File: config.mk
export PLATFORM = sky130hd
export DESIGN_NAME = hmp_to_smf_converter
export DESIGN_NICKNAME = d
export VERILOG_FILES = /design/src/design/hsc_pkg.sv /design/src/design/hsc_front.sv /design/src/design/hsc_fifo.sv /design/src/design/hsc_back.sv /design/src/design/hmp_to_smf_converter.sv
export SDC_FILE = /design/constraint.sdc
export NUM_CORES = 2
export LEC_CHECK = 0
export ABC_AREA = 1
export BUFFER_PORTS_ARGS = -buffer_cell sky130_fd_sc_hd__buf_2
export CORE_MARGIN = 2
export CORE_UTILIZATION = 28
export DETAILED_ROUTE_END_ITERATION = 10
export SLEW_MARGIN = 10
export SYNTH_ARGS = -nofsm -noshare
export SYNTH_HDL_FRONTEND = slang
export SYNTH_SLANG_ARGS = --single-unit
File: constraint.sdc
create_clock -name clk -period 14.8 [get_ports clk]
set_input_delay 3.7 -clock clk [delete_from_list [all_inputs] [get_ports clk]]
set_output_delay 3.7 -clock clk [all_outputs]
set_load 0.05 [all_outputs]
File: src/design/hsc_pkg.sv
// shared types, codes and byte tables of the hmp to smf converter
package hsc_pkg;

    localparam logic [2:0] BK_NONE   = 3'd0;
    localparam logic [2:0] BK_SINGLE = 3'd1;
    localparam logic [2:0] BK_HEADER = 3'd2;
    localparam logic [2:0] BK_MTRK   = 3'd3;
    localparam logic [2:0] BK_DELTA  = 3'd4;

    localparam logic [1:0] KIND_BYTE  = 2'd0;
    localparam logic [1:0] KIND_PATCH = 2'd1;
    localparam logic [1:0] KIND_DONE  = 2'd2;
    localparam logic [1:0] KIND_ERROR = 2'd3;

    localparam logic [2:0] ERR_SIGNATURE = 3'd1;
    localparam logic [2:0] ERR_TRACK_NUM = 3'd2;
    localparam logic [2:0] ERR_EOT_SIZE  = 3'd3;
    localparam logic [2:0] ERR_COMMAND   = 3'd4;
    localparam logic [2:0] ERR_LENGTH    = 3'd5;
    localparam logic [2:0] ERR_VLQ       = 3'd6;
    localparam logic [2:0] ERR_TRUNCATED = 3'd7;

    localparam logic [5:0] HEADER_BYTES = 6'd33;
    localparam logic [5:0] MTRK_BYTES   = 6'd8;

    typedef struct packed {
        logic [2:0]  bk;
        logic [15:0] data;
        logic        patch;
        logic [31:0] poff;
        logic [31:0] plen;
        logic        done;
        logic [31:0] total;
        logic        err;
        logic [2:0]  ecode;
    } cmd_t;

    function automatic logic [7:0] sig_byte(input logic [2:0] i);
        logic [7:0] r;
        case (i)
            3'd0: r = "H";
            3'd1: r = "M";
            3'd2: r = "I";
            3'd3: r = "M";
            3'd4: r = "I";
            3'd5: r = "D";
            3'd6: r = "I";
            default: r = "P";
        endcase
        return r;
    endfunction

    function automatic logic [7:0] header_byte(input logic [5:0] i, input logic [15:0] tc);
        logic [7:0] r;
        case (i)
            6'd0:  r = "M";
            6'd1:  r = "T";
            6'd2:  r = "h";
            6'd3:  r = "d";
            6'd7:  r = 8'h06;
            6'd9:  r = 8'h01;
            6'd10: r = tc[15:8];
            6'd11: r = tc[7:0];
            6'd13: r = 8'hC0;
            6'd14: r = "M";
            6'd15: r = "T";
            6'd16: r = "r";
            6'd17: r = "k";
            6'd21: r = 8'h0B;
            6'd23: r = 8'hFF;
            6'd24: r = 8'h51;
            6'd25: r = 8'h03;
            6'd26: r = 8'h18;
            6'd27: r = 8'h80;
            6'd30: r = 8'hFF;
            6'd31: r = 8'h2F;
            default: r = 8'h00;
        endcase
        return r;
    endfunction

    function automatic logic [7:0] mtrk_byte(input logic [5:0] i);
        logic [7:0] r;
        case (i)
            6'd0: r = "M";
            6'd1: r = "T";
            6'd2: r = "r";
            6'd3: r = "k";
            default: r = 8'h00;
        endcase
        return r;
    endfunction

endpackage

File: src/design/hsc_front.sv
// front end: parses hmp bytes and issues output commands
module hsc_front
    import hsc_pkg::*;
#(
    parameter int MAX_DELTA_BYTES = 4,
    parameter int DCW = (MAX_DELTA_BYTES > 1) ? $clog2(MAX_DELTA_BYTES) : 1
) (
    input  logic                         clk,
    input  logic                         rst_n,
    input  logic                         in_valid,
    output logic                         in_ready,
    input  logic [7:0]                   in_byte,
    input  logic                         start_req,
    input  logic                         final_byte,
    input  logic                         full,
    output logic                         push,
    output cmd_t                         cmd,
    output logic [DCW-1:0]               cmd_k,
    output logic [MAX_DELTA_BYTES*7-1:0] cmd_dig
);

    localparam logic [3:0] PH_WAIT   = 4'd0;
    localparam logic [3:0] PH_PRE    = 4'd1;
    localparam logic [3:0] PH_SCAN   = 4'd2;
    localparam logic [3:0] PH_THDR   = 4'd3;
    localparam logic [3:0] PH_DELTA  = 4'd4;
    localparam logic [3:0] PH_STATUS = 4'd5;
    localparam logic [3:0] PH_DATA   = 4'd6;
    localparam logic [3:0] PH_MTYPE  = 4'd7;
    localparam logic [3:0] PH_MLEN   = 4'd8;
    localparam logic [3:0] PH_MDATA  = 4'd9;

    logic [3:0]  phase_reg, phase_next;
    logic [9:0]  fpos_reg, fpos_next;
    logic [31:0] tcount_reg, tcount_next;
    logic [31:0] tidx_reg, tidx_next;
    logic [31:0] hword_reg, hword_next;
    logic [31:0] tleft_reg, tleft_next;
    logic [31:0] opos_reg, opos_next;
    logic [31:0] lwpos_reg, lwpos_next;
    logic [MAX_DELTA_BYTES*7-1:0] dig_reg, dig_next;
    logic [DCW-1:0] dcnt_reg, dcnt_next;
    logic [7:0]  prev_reg, prev_next;
    logic [7:0]  mtype_reg, mtype_next;
    logic [7:0]  ebl_reg, ebl_next;
    logic [15:0] scan_reg, scan_next;
    logic        past_reg, past_next;

    logic        ev_end, ev_eot, tr_end;
    logic [5:0]  nb;
    logic [31:0] op_after;
    logic [3:0]  p;
    logic [7:0]  hi;

    assign in_ready = !full;

    always_comb
    begin
        phase_next  = start_req ? PH_PRE : phase_reg;
        fpos_next   = start_req ? '0 : fpos_reg;
        tcount_next = start_req ? '0 : tcount_reg;
        tidx_next   = start_req ? '0 : tidx_reg;
        hword_next  = start_req ? '0 : hword_reg;
        tleft_next  = start_req ? '0 : tleft_reg;
        opos_next   = start_req ? '0 : opos_reg;
        lwpos_next  = start_req ? '0 : lwpos_reg;
        dig_next    = dig_reg;
        dcnt_next   = start_req ? '0 : dcnt_reg;
        prev_next   = start_req ? '0 : prev_reg;
        mtype_next  = start_req ? '0 : mtype_reg;
        ebl_next    = start_req ? '0 : ebl_reg;
        scan_next   = start_req ? '0 : scan_reg;
        past_next   = start_req ? 1'b0 : past_reg;
        cmd         = '0;
        cmd.bk      = BK_NONE;
        cmd.data    = {8'h00, in_byte};
        cmd_k       = dcnt_next;
        cmd_dig     = dig_next;
        ev_end      = 1'b0;
        ev_eot      = 1'b0;
        tr_end      = 1'b0;
        p           = fpos_next[3:0];
        hi          = in_byte & 8'hF0;

        case (phase_next)
            PH_PRE:
            begin
                if (fpos_next < 10'd8)
                begin
                    if (in_byte != sig_byte(fpos_next[2:0]))
                    begin
                        cmd.err = 1'b1; cmd.ecode = ERR_SIGNATURE; phase_next = PH_WAIT;
                    end
                    else
                        fpos_next = fpos_next + 10'd1;
                end
                else if (fpos_next >= 10'h300)
                begin
                    if (!final_byte)
                    begin
                        cmd.bk = BK_HEADER;
                        cmd.data = tcount_next[15:0];
                    end
                    scan_next = {8'h00, in_byte};
                    phase_next = PH_SCAN;
                end
                else
                begin
                    if (fpos_next >= 10'h030 && fpos_next < 10'h034)
                    begin
                        if (fpos_next == 10'h030)
                            hword_next = '0;
                        case (fpos_next[1:0])
                            2'd0: hword_next[7:0] = in_byte;
                            2'd1: hword_next[15:8] = in_byte;
                            2'd2: hword_next[23:16] = in_byte;
                            default: hword_next[31:24] = in_byte;
                        endcase
                        if (fpos_next == 10'h033)
                            tcount_next = hword_next;
                    end
                    fpos_next = fpos_next + 10'd1;
                end
            end
            PH_SCAN:
            begin
                if (scan_next == 16'hFF2F && in_byte == 8'h00)
                begin
                    if (tcount_next < 32'd2)
                    begin
                        cmd.done = 1'b1; cmd.total = opos_next; phase_next = PH_WAIT;
                    end
                    else
                    begin
                        tidx_next = 32'd1; fpos_next = '0; phase_next = PH_THDR;
                    end
                end
                else
                    scan_next = {scan_next[7:0], in_byte};
            end
            PH_THDR:
            begin
                if (p < 4'd8)
                begin
                    if (p[1:0] == 2'd0)
                        hword_next = '0;
                    case (p[1:0])
                        2'd0: hword_next[7:0] = in_byte;
                        2'd1: hword_next[15:8] = in_byte;
                        2'd2: hword_next[23:16] = in_byte;
                        default: hword_next[31:24] = in_byte;
                    endcase
                end
                if (p == 4'd3 && hword_next != tidx_next)
                begin
                    cmd.err = 1'b1; cmd.ecode = ERR_TRACK_NUM; phase_next = PH_WAIT;
                end
                else if (p == 4'd7 && hword_next < 32'd12)
                begin
                    cmd.err = 1'b1; cmd.ecode = ERR_LENGTH; phase_next = PH_WAIT;
                end
                else
                begin
                    if (p == 4'd7)
                        tleft_next = hword_next - 32'd12;
                    if (p >= 4'd11)
                    begin
                        cmd.bk = BK_MTRK;
                        lwpos_next = opos_next + 32'd4;
                        prev_next = '0;
                        past_next = 1'b0;
                        if (tleft_next == '0)
                            tr_end = 1'b1;
                        else
                        begin
                            phase_next = PH_DELTA; dcnt_next = '0;
                        end
                    end
                    else
                        fpos_next = {6'd0, p + 4'd1};
                end
            end
            PH_DELTA, PH_STATUS, PH_DATA, PH_MTYPE, PH_MLEN, PH_MDATA:
            begin
                if (tleft_next == '0)
                    past_next = 1'b1;
                else
                    tleft_next = tleft_next - 32'd1;
                case (phase_next)
                    PH_DELTA:
                    begin
                        if (in_byte[7])
                        begin
                            cmd.bk = BK_DELTA;
                            phase_next = PH_STATUS;
                        end
                        else if (32'(dcnt_next) + 32'd1 >= 32'(MAX_DELTA_BYTES))
                        begin
                            cmd.err = 1'b1; cmd.ecode = ERR_VLQ; phase_next = PH_WAIT;
                        end
                        else
                        begin
                            dig_next[32'(dcnt_next)*7 +: 7] = in_byte[6:0];
                            dcnt_next = dcnt_next + DCW'(1);
                        end
                    end
                    PH_STATUS:
                    begin
                        if (in_byte == 8'hFF)
                        begin
                            cmd.bk = BK_SINGLE; phase_next = PH_MTYPE;
                        end
                        else if (hi inside {8'h80, 8'h90, 8'hA0, 8'hB0, 8'hE0, 8'hC0, 8'hD0})
                        begin
                            ebl_next = (hi == 8'hC0 || hi == 8'hD0) ? 8'd1 : 8'd2;
                            if (in_byte != prev_next)
                                cmd.bk = BK_SINGLE;
                            prev_next = in_byte;
                            phase_next = PH_DATA;
                        end
                        else
                        begin
                            cmd.err = 1'b1; cmd.ecode = ERR_COMMAND; phase_next = PH_WAIT;
                        end
                    end
                    PH_MTYPE:
                    begin
                        mtype_next = in_byte; cmd.bk = BK_SINGLE; phase_next = PH_MLEN;
                    end
                    PH_MLEN:
                    begin
                        if (mtype_next == 8'h2F && in_byte != 8'h00)
                        begin
                            cmd.err = 1'b1; cmd.ecode = ERR_EOT_SIZE; phase_next = PH_WAIT;
                        end
                        else
                        begin
                            cmd.bk = BK_SINGLE;
                            ebl_next = in_byte;
                            if (in_byte == 8'h00)
                            begin
                                ev_end = 1'b1; ev_eot = (mtype_next == 8'h2F);
                            end
                            else
                                phase_next = PH_MDATA;
                        end
                    end
                    default:
                    begin
                        cmd.bk = BK_SINGLE;
                        ebl_next = ebl_next - 8'd1;
                        if (ebl_next == 8'd0)
                            ev_end = 1'b1;
                    end
                endcase
            end
            default:
            begin
            end
        endcase

        case (cmd.bk)
            BK_SINGLE: nb = 6'd1;
            BK_HEADER: nb = HEADER_BYTES;
            BK_MTRK:   nb = MTRK_BYTES;
            BK_DELTA:  nb = 6'(dcnt_next) + 6'd1;
            default:   nb = 6'd0;
        endcase
        op_after = opos_next + {26'd0, nb};
        opos_next = op_after;

        if (ev_end)
        begin
            if (ev_eot || past_next || tleft_next == '0)
                tr_end = 1'b1;
            else
            begin
                phase_next = PH_DELTA; dcnt_next = '0;
            end
        end
        if (tr_end)
        begin
            if (past_next || tleft_next != '0)
            begin
                cmd.err = 1'b1; cmd.ecode = ERR_LENGTH; phase_next = PH_WAIT;
            end
            else
            begin
                cmd.patch = 1'b1;
                cmd.poff = lwpos_next;
                cmd.plen = op_after - lwpos_next - 32'd4;
                tidx_next = tidx_next + 32'd1;
                if (tidx_next >= tcount_next)
                begin
                    cmd.done = 1'b1; cmd.total = op_after; phase_next = PH_WAIT;
                end
                else
                begin
                    phase_next = PH_THDR; fpos_next = '0;
                end
            end
        end
        if (final_byte && phase_next != PH_WAIT)
        begin
            cmd.err = 1'b1; cmd.ecode = ERR_TRUNCATED; phase_next = PH_WAIT;
        end
        push = in_valid && !full && (cmd.bk != BK_NONE || cmd.patch || cmd.done || cmd.err);
    end

    always_ff @(posedge clk or negedge rst_n)
    begin
        if (!rst_n)
        begin
            phase_reg  <= PH_WAIT;
            fpos_reg   <= '0;
            tcount_reg <= '0;
            tidx_reg   <= '0;
            hword_reg  <= '0;
            tleft_reg  <= '0;
            opos_reg   <= '0;
            lwpos_reg  <= '0;
            dcnt_reg   <= '0;
            prev_reg   <= '0;
            mtype_reg  <= '0;
            ebl_reg    <= '0;
            scan_reg   <= '0;
            past_reg   <= 1'b0;
        end
        else if (in_valid && !full)
        begin
            phase_reg  <= phase_next;
            fpos_reg   <= fpos_next;
            tcount_reg <= tcount_next;
            tidx_reg   <= tidx_next;
            hword_reg  <= hword_next;
            tleft_reg  <= tleft_next;
            opos_reg   <= opos_next;
            lwpos_reg  <= lwpos_next;
            dcnt_reg   <= dcnt_next;
            prev_reg   <= prev_next;
            mtype_reg  <= mtype_next;
            ebl_reg    <= ebl_next;
            scan_reg   <= scan_next;
            past_reg   <= past_next;
        end
    end

    always_ff @(posedge clk)
    begin
        if (in_valid && !full)
            dig_reg <= dig_next;
    end

endmodule

File: src/design/hsc_fifo.sv
// short command queue between front end and back end
module hsc_fifo #(
    parameter int W = 8,
    parameter int DEPTH = 4
) (
    input  logic         clk,
    input  logic         rst_n,
    input  logic         push,
    input  logic [W-1:0] wdata,
    output logic         full,
    input  logic         pop,
    output logic         nonempty,
    output logic [W-1:0] rdata
);

    localparam int PW = $clog2(DEPTH);

    logic [W-1:0]  mem [DEPTH];
    logic [PW-1:0] wptr_reg, rptr_reg;
    logic [PW:0]   cnt_reg;

    assign full     = (cnt_reg == (PW+1)'(DEPTH));
    assign nonempty = (cnt_reg != '0);
    assign rdata    = mem[rptr_reg];

    always_ff @(posedge clk)
    begin
        if (push)
            mem[wptr_reg] <= wdata;
    end

    always_ff @(posedge clk or negedge rst_n)
    begin
        if (!rst_n)
        begin
            wptr_reg <= '0;
            rptr_reg <= '0;
            cnt_reg  <= '0;
        end
        else
        begin
            if (push)
                wptr_reg <= (wptr_reg == PW'(DEPTH - 1)) ? '0 : wptr_reg + PW'(1);
            if (pop)
                rptr_reg <= (rptr_reg == PW'(DEPTH - 1)) ? '0 : rptr_reg + PW'(1);
            cnt_reg <= cnt_reg + (PW+1)'(push) - (PW+1)'(pop);
        end
    end

endmodule

File: src/design/hsc_back.sv
// back end: expands queued commands into result words
module hsc_back
    import hsc_pkg::*;
#(
    parameter int MAX_DELTA_BYTES = 4,
    parameter int DCW = (MAX_DELTA_BYTES > 1) ? $clog2(MAX_DELTA_BYTES) : 1
) (
    input  logic                         clk,
    input  logic                         rst_n,
    input  logic                         nonempty,
    input  cmd_t                         cmd,
    input  logic [DCW-1:0]               cmd_k,
    input  logic [MAX_DELTA_BYTES*7-1:0] cmd_dig,
    output logic                         pop,
    output logic                         out_valid,
    input  logic                         out_ready,
    output logic [1:0]                   kind,
    output logic [7:0]                   out_byte,
    output logic [31:0]                  patch_offset,
    output logic [31:0]                  patch_length,
    output logic [31:0]                  total_size,
    output logic [2:0]                   error_code,
    output logic                         run_end
);

    logic [5:0] idx_reg;
    logic [5:0] nb, n;
    logic       step, last;
    logic [DCW-1:0] pos;
    logic [1:0]  kind_c;
    logic [7:0]  byte_c;
    logic        valid_reg;
    logic [1:0]  kind_reg;
    logic [7:0]  byte_reg;
    logic [31:0] poff_reg, plen_reg, total_reg;
    logic [2:0]  ecode_reg;
    logic        end_reg;

    always_comb
    begin
        case (cmd.bk)
            BK_SINGLE: nb = 6'd1;
            BK_HEADER: nb = HEADER_BYTES;
            BK_MTRK:   nb = MTRK_BYTES;
            BK_DELTA:  nb = 6'(cmd_k) + 6'd1;
            default:   nb = 6'd0;
        endcase
        n = nb + 6'(cmd.patch) + 6'(cmd.done) + 6'(cmd.err);
        last = (idx_reg == n - 6'd1);
        step = nonempty && (!valid_reg || out_ready);
        pop = step && last;
        pos = cmd_k - idx_reg[DCW-1:0];
        byte_c = 8'h00;
        if (idx_reg < nb)
        begin
            kind_c = KIND_BYTE;
            case (cmd.bk)
                BK_HEADER: byte_c = header_byte(idx_reg, cmd.data);
                BK_MTRK:   byte_c = mtrk_byte(idx_reg);
                BK_DELTA:
                begin
                    if (idx_reg == 6'd0)
                        byte_c = {cmd_k != '0, cmd.data[6:0]};
                    else
                        byte_c = {pos != '0, cmd_dig[32'(pos)*7 +: 7]};
                end
                default:   byte_c = cmd.data[7:0];
            endcase
        end
        else if (cmd.patch && idx_reg == nb)
            kind_c = KIND_PATCH;
        else if (cmd.done && idx_reg == nb + 6'(cmd.patch))
            kind_c = KIND_DONE;
        else
            kind_c = KIND_ERROR;
    end

    always_ff @(posedge clk or negedge rst_n)
    begin
        if (!rst_n)
        begin
            valid_reg <= 1'b0;
            idx_reg   <= '0;
        end
        else if (step)
        begin
            valid_reg <= 1'b1;
            idx_reg   <= last ? '0 : idx_reg + 6'd1;
        end
        else if (out_ready)
            valid_reg <= 1'b0;
    end

    always_ff @(posedge clk)
    begin
        if (step)
        begin
            kind_reg  <= kind_c;
            byte_reg  <= byte_c;
            poff_reg  <= (kind_c == KIND_PATCH) ? cmd.poff : '0;
            plen_reg  <= (kind_c == KIND_PATCH) ? cmd.plen : '0;
            total_reg <= (kind_c == KIND_DONE) ? cmd.total : '0;
            ecode_reg <= (kind_c == KIND_ERROR) ? cmd.ecode : '0;
            end_reg   <= last;
        end
    end

    assign out_valid    = valid_reg;
    assign kind         = kind_reg;
    assign out_byte     = byte_reg;
    assign patch_offset = poff_reg;
    assign patch_length = plen_reg;
    assign total_size   = total_reg;
    assign error_code   = ecode_reg;
    assign run_end      = end_reg;

endmodule

File: src/design/hmp_to_smf_converter.sv
// top level of the hmp to standard midi file converter
// Takes an HMP file one word per cycle and streams out a type-1 MIDI file as byte
// words plus length-patch, done and error words. The front end parses one input
// word per cycle and queues at most one command for it; the back end expands each
// command into its result words at one per cycle while the receiver is ready. Input
// keeps flowing until the command queue is full; the file header expands into 33 words.
// A command passes the queue and the back end's output register before it shows.
module hmp_to_smf_converter
    import hsc_pkg::*;
#(
    parameter int MAX_DELTA_BYTES = 4,
    parameter int QUEUE_DEPTH = 4
) (
    input  logic         clk,
    input  logic         rst_n,
    input  logic         s_axis_tvalid,
    output logic         s_axis_tready,
    input  logic [7:0]   s_axis_tdata,  // in_byte
    input  logic [0:0]   s_axis_tuser,  // start_req
    input  logic         s_axis_tlast,  // final_byte
    output logic         m_axis_tvalid,
    input  logic         m_axis_tready,
    output logic [111:0] m_axis_tdata,  // out_byte, patch_offset, patch_length, total_size, error_code
    output logic [1:0]   m_axis_tuser,  // kind
    output logic         m_axis_tlast   // run_end
);

    localparam int DCW = (MAX_DELTA_BYTES > 1) ? $clog2(MAX_DELTA_BYTES) : 1;
    localparam int QW = MAX_DELTA_BYTES * 7 + DCW + $bits(cmd_t);

    logic full, push, pop, nonempty;
    cmd_t f_cmd, b_cmd;
    logic [DCW-1:0] f_k, b_k;
    logic [MAX_DELTA_BYTES*7-1:0] f_dig, b_dig;
    logic [QW-1:0] rdata;
    logic [7:0] ob;
    logic [31:0] poff, plen, tot;
    logic [2:0] ec;

    hsc_front #(.MAX_DELTA_BYTES(MAX_DELTA_BYTES), .DCW(DCW)) u_front (
        .clk(clk), .rst_n(rst_n),
        .in_valid(s_axis_tvalid), .in_ready(s_axis_tready),
        .in_byte(s_axis_tdata), .start_req(s_axis_tuser[0]), .final_byte(s_axis_tlast),
        .full(full), .push(push), .cmd(f_cmd), .cmd_k(f_k), .cmd_dig(f_dig)
    );

    hsc_fifo #(.W(QW), .DEPTH(QUEUE_DEPTH)) u_fifo (
        .clk(clk), .rst_n(rst_n),
        .push(push), .wdata({f_dig, f_k, f_cmd}), .full(full),
        .pop(pop), .nonempty(nonempty), .rdata(rdata)
    );

    assign {b_dig, b_k, b_cmd} = rdata;

    hsc_back #(.MAX_DELTA_BYTES(MAX_DELTA_BYTES), .DCW(DCW)) u_back (
        .clk(clk), .rst_n(rst_n),
        .nonempty(nonempty), .cmd(b_cmd), .cmd_k(b_k), .cmd_dig(b_dig), .pop(pop),
        .out_valid(m_axis_tvalid), .out_ready(m_axis_tready),
        .kind(m_axis_tuser), .out_byte(ob), .patch_offset(poff), .patch_length(plen),
        .total_size(tot), .error_code(ec), .run_end(m_axis_tlast)
    );

    assign m_axis_tdata = {5'd0, ec, tot, plen, poff, ob};

endmodule

==> results.txt <==
antenna violations before repair: 8
slowest CP cell: ha_1
Vias/cell: 5.027
Min Hold Slack: 0.4545 ns
post-place setup slack: 0.7249 ns
hold path endpoint: u_fifo.mem[1][132]
flop-to-flop setup slack: 4.20 ns
vias in the first global route: 43.31k
largest family of logic cells by synthesized area: simple AND/OR/NAND/NOR gates
1st-iter DRT viols: 4635
Gate Count Post-Synth: 6398
mux share of post-synthesis cell area: 0%
Worst Max-Slew Pin Slew: 1.213 ns
min-delay src: u_front.cmd_dig[9]
CTS Buffer Depth: 3
multi-input combinational cell area: 0.02225 mm2
worst-path maximum fanout: 17
CTS Root Cell: clkbuf_16
total of max-cap violations: 0
number of remaining DRC errors: 0
adder-cell share of the synthesized area: 3.410%
clock skew: 0.06537 ns
RR Endpoint: u_fifo.mem[2][66]
post-CTS setup buffer count: 0
Hold Crit Depth: 0
synth warn: 0
slowest stage delay, CP: 0.58 ns
sequential cell area fraction in the yosys report: 52.30%
Die Ht: 447.9 um
fin cells: 9127
fin worst setup slack: 1.403 ns
critical path class: input pin to register
max reg flops: 604
die area: 0.2007 mm2
Starting Density: 28.24%
Top reg by flops: u_fifo.mem
Post-Synth Simple-Gate Area: 20.57%
setup TNS: 0 ns
nets: 6574
DPL Wire Length: 124600 um
status: completed
Post-CTS Hold Buffers: 0
CP Launch Type: input pin
area fraction in compound gates after synthesis: 13.78%
clock net sink count: 1005
fraction of layout cells with a size suffix above 1: 7.293%
CTS resizes: 0
pwr dens: 181.7 mW/mm2
final global-route overflow total: 0
syn avg cell area: 8.625 um2
Max-Slew Margin vs Limit: 19.10%
wire per inst: 19.53 um
Buf/Inv on CP: 8
vias after detailed routing: 45.88k
Reg2Reg Depth: 51
core box area: 0.1954 mm2
site row count: 162
crit-path most repeated cell: nand2_1
fill count: 20.50k
FF-to-FF Start: u_front.fpos_reg[0]
Area growth syn-to-layout: 12.68%
global-route wire length before repair: 271600 um
H-tree levels: 3
Final Cycle Share: 90.52%
CP arrival: 13.95 ns
post-synth cell types: 72
# placed instances: 8925
final setup vio count: 0
min-delay worst type: register to register
final slew viol count: 0
post-detailed-route count of antenna-violating nets: 0
Peak supply drop: 0.1116 mV
leakage power: 25.48 nW
CTS Buf Count: 109
num ports: 131
f_max: 0.07464 GHz
Clock Latency Late Sink: 0.76 ns
Main synth FF type: edfxtp_1
Async S/R FF share, synth: 26.17%
xor-xnor portion of the synthesized cell area: 2.349%
Clock transition at path regs: 0.06 ns
wirelength, routed: 178200 um
Hold Violations, Final: 0
port bufs: 125
EDFF count, synth: 742
Tot Pwr: 11.30 mW
CP top delay family: compound AO/OA/AOI/OAI gates
synthesized flop and latch total: 1005
GRT Total Usage: 17.42%
Min Clock Period, post-route: 13.40 ns
synthesized cell area: 0.05518 mm2
Worst EP required: 15.35 ns
Die X: 447.9 um
RSZ-0062 raised after global routing: no
TritonCTS clock tree: done
DRT Pass-1 Iters: 6
Storage cell area: 0.02887 mm2
routability cong.: 0.9604
largest net degree at the start of global routing: 132
Worst setup EP type: register
==> kinds of logic (layout without fill, tap and decap cells) <==
family / count (synthesis) / in the layout
other cells: 2 / 17
xor+xnor: 148 / 148
fa+ha+maj: 148 / 148
simple gates: 2736 / 2736
compound gates: 1292 / 1292
buf+inv: 1067 / 1157
flops: 1005 / 1005
==> cell type report <==
cell class,count,share of cell area [%]
Tap cell,2624,5.280
Sequential cell,1005,46.43
Multi-Input combinational cell,4337,35.79
Clock inverter,57,0.9679
Timing Repair Buffer,209,2.262
Clock buffer,141,4.695
Antenna cell,4,0.01610
Inverter,750,4.564
==> worst reg2reg max path: cells and delay by family, from the launching register on <==
kind	cells	cell delay (ns)
flops	1	0.40
buf+inv	8	0.88
fa+ha+maj	5	1.86
simple gates	22	3.13
compound gates	16	4.15
==> per-stage QoR <==
step	utilization, %	cell area, um2
floorplan	-	55220
global placement	30.02	58650
detailed placement	30.02	58650
CTS	31.82	62170
global route	31.82	62170
finish	31.82	62180
==> layer usage <==
layer  wire length [um]  GRT usage, %
met4               5292         5.115
met3              10300         2.190
met1              78960         24.08
met2              83660         28.47
met5                  0             0
==> synth_stat cells, types with 6 or more instances <==
library cell | count | area (um2)
or2_2 | 7 | 43.79
inv_1 | 716 | 2688
ha_1 | 144 | 1802
o22ai_1 | 23 | 143.9
a21oi_1 | 447 | 2237
nand2_1 | 1525 | 5724
nand4_1 | 64 | 400.4
buf_2 | 35 | 175.2
a32o_1 | 11 | 110.1
dfrtp_1 | 263 | 6581
inv_2 | 21 | 78.83
o21a_1 | 15 | 112.6
a21boi_0 | 9 | 67.56
xnor2_1 | 28 | 245.2
nand3b_1 | 6 | 45.04
o31ai_1 | 9 | 67.56
o21ai_0 | 447 | 2237
o211ai_1 | 38 | 285.3
a31oi_1 | 43 | 269.0
o21bai_1 | 6 | 45.04
o221ai_1 | 8 | 70.07
buf_6 | 7 | 78.83
clkbuf_1 | 228 | 855.8
buf_1 | 30 | 112.6
clkinv_1 | 11 | 41.29
a211oi_1 | 7 | 52.55
nor3_2 | 7 | 70.07
o2111ai_1 | 15 | 131.4
a221oi_1 | 121 | 1060
nand2_2 | 17 | 106.4
buf_4 | 16 | 120.1
nor2_2 | 20 | 125.1
edfxtp_1 | 742 | 22280
nor3_1 | 75 | 375.4
o21ai_1 | 27 | 135.1
xor2_1 | 120 | 1051
a32oi_1 | 26 | 227.7
o32a_1 | 6 | 60.06
a22oi_1 | 12 | 90.09
nor2_1 | 613 | 2301
nor4_1 | 27 | 168.9
nand3_1 | 352 | 1762
==> power breakdown <==
group / internal, mW / leakage (nW) / total [mW] / switching [mW]
combinational: 1.18 / 13.2 / 4.65 / 3.47
clock: 1.52 / 1.69 / 2.70 / 1.18
sequential: 3.71 / 10.6 / 3.95 / 0.233
total: 6.41 / 25.5 / 11.3 / 4.89
==> worst max-delay path by stage <==
stage	end	startpoint	slack [ns]	depth (start not counted)
2_1_floorplan	u_fifo.mem[0][0]	s_axis_tuser	-0.96	46
3_3_place_gp	u_fifo.mem[0][66]	s_axis_tuser	0.89	51
3_5_place_dp	u_fifo.mem[2][66]	s_axis_tuser	0.72	51
4_1_cts	u_fifo.mem[2][66]	s_axis_tuser	1.49	51
5_1_grt	u_fifo.mem[2][66]	s_axis_tuser	0.26	51
6_report	u_fifo.mem[2][66]	s_axis_tuser	1.40	51
==> cell usage in the layout (no fill, tap or decap), drive strengths merged, types with 6 or more instances in the layout <==
master	n
clkbuf	141
a32oi	26
nor4	28
a22oi	12
nor2	636
o32a	6
o2111ai	15
nor3	83
xnor2	28
o31ai	9
a221oi	121
o211ai	39
nand3b	6
conb	13
o21a	15
clkinv	48
a31oi	43
clkinvlp	8
bufinv	7
inv	744
a32o	11
buf	209
o21bai	6
nand2	1545
ha	144
o21ai	474
or2	10
a21oi	450
a211oi	7
edfxtp	742
o22ai	23
nand3	355
nand4	65
o221ai	8
a21boi	9
xor2	120
dfrtp	263
(Power assumes the default switching activity.)
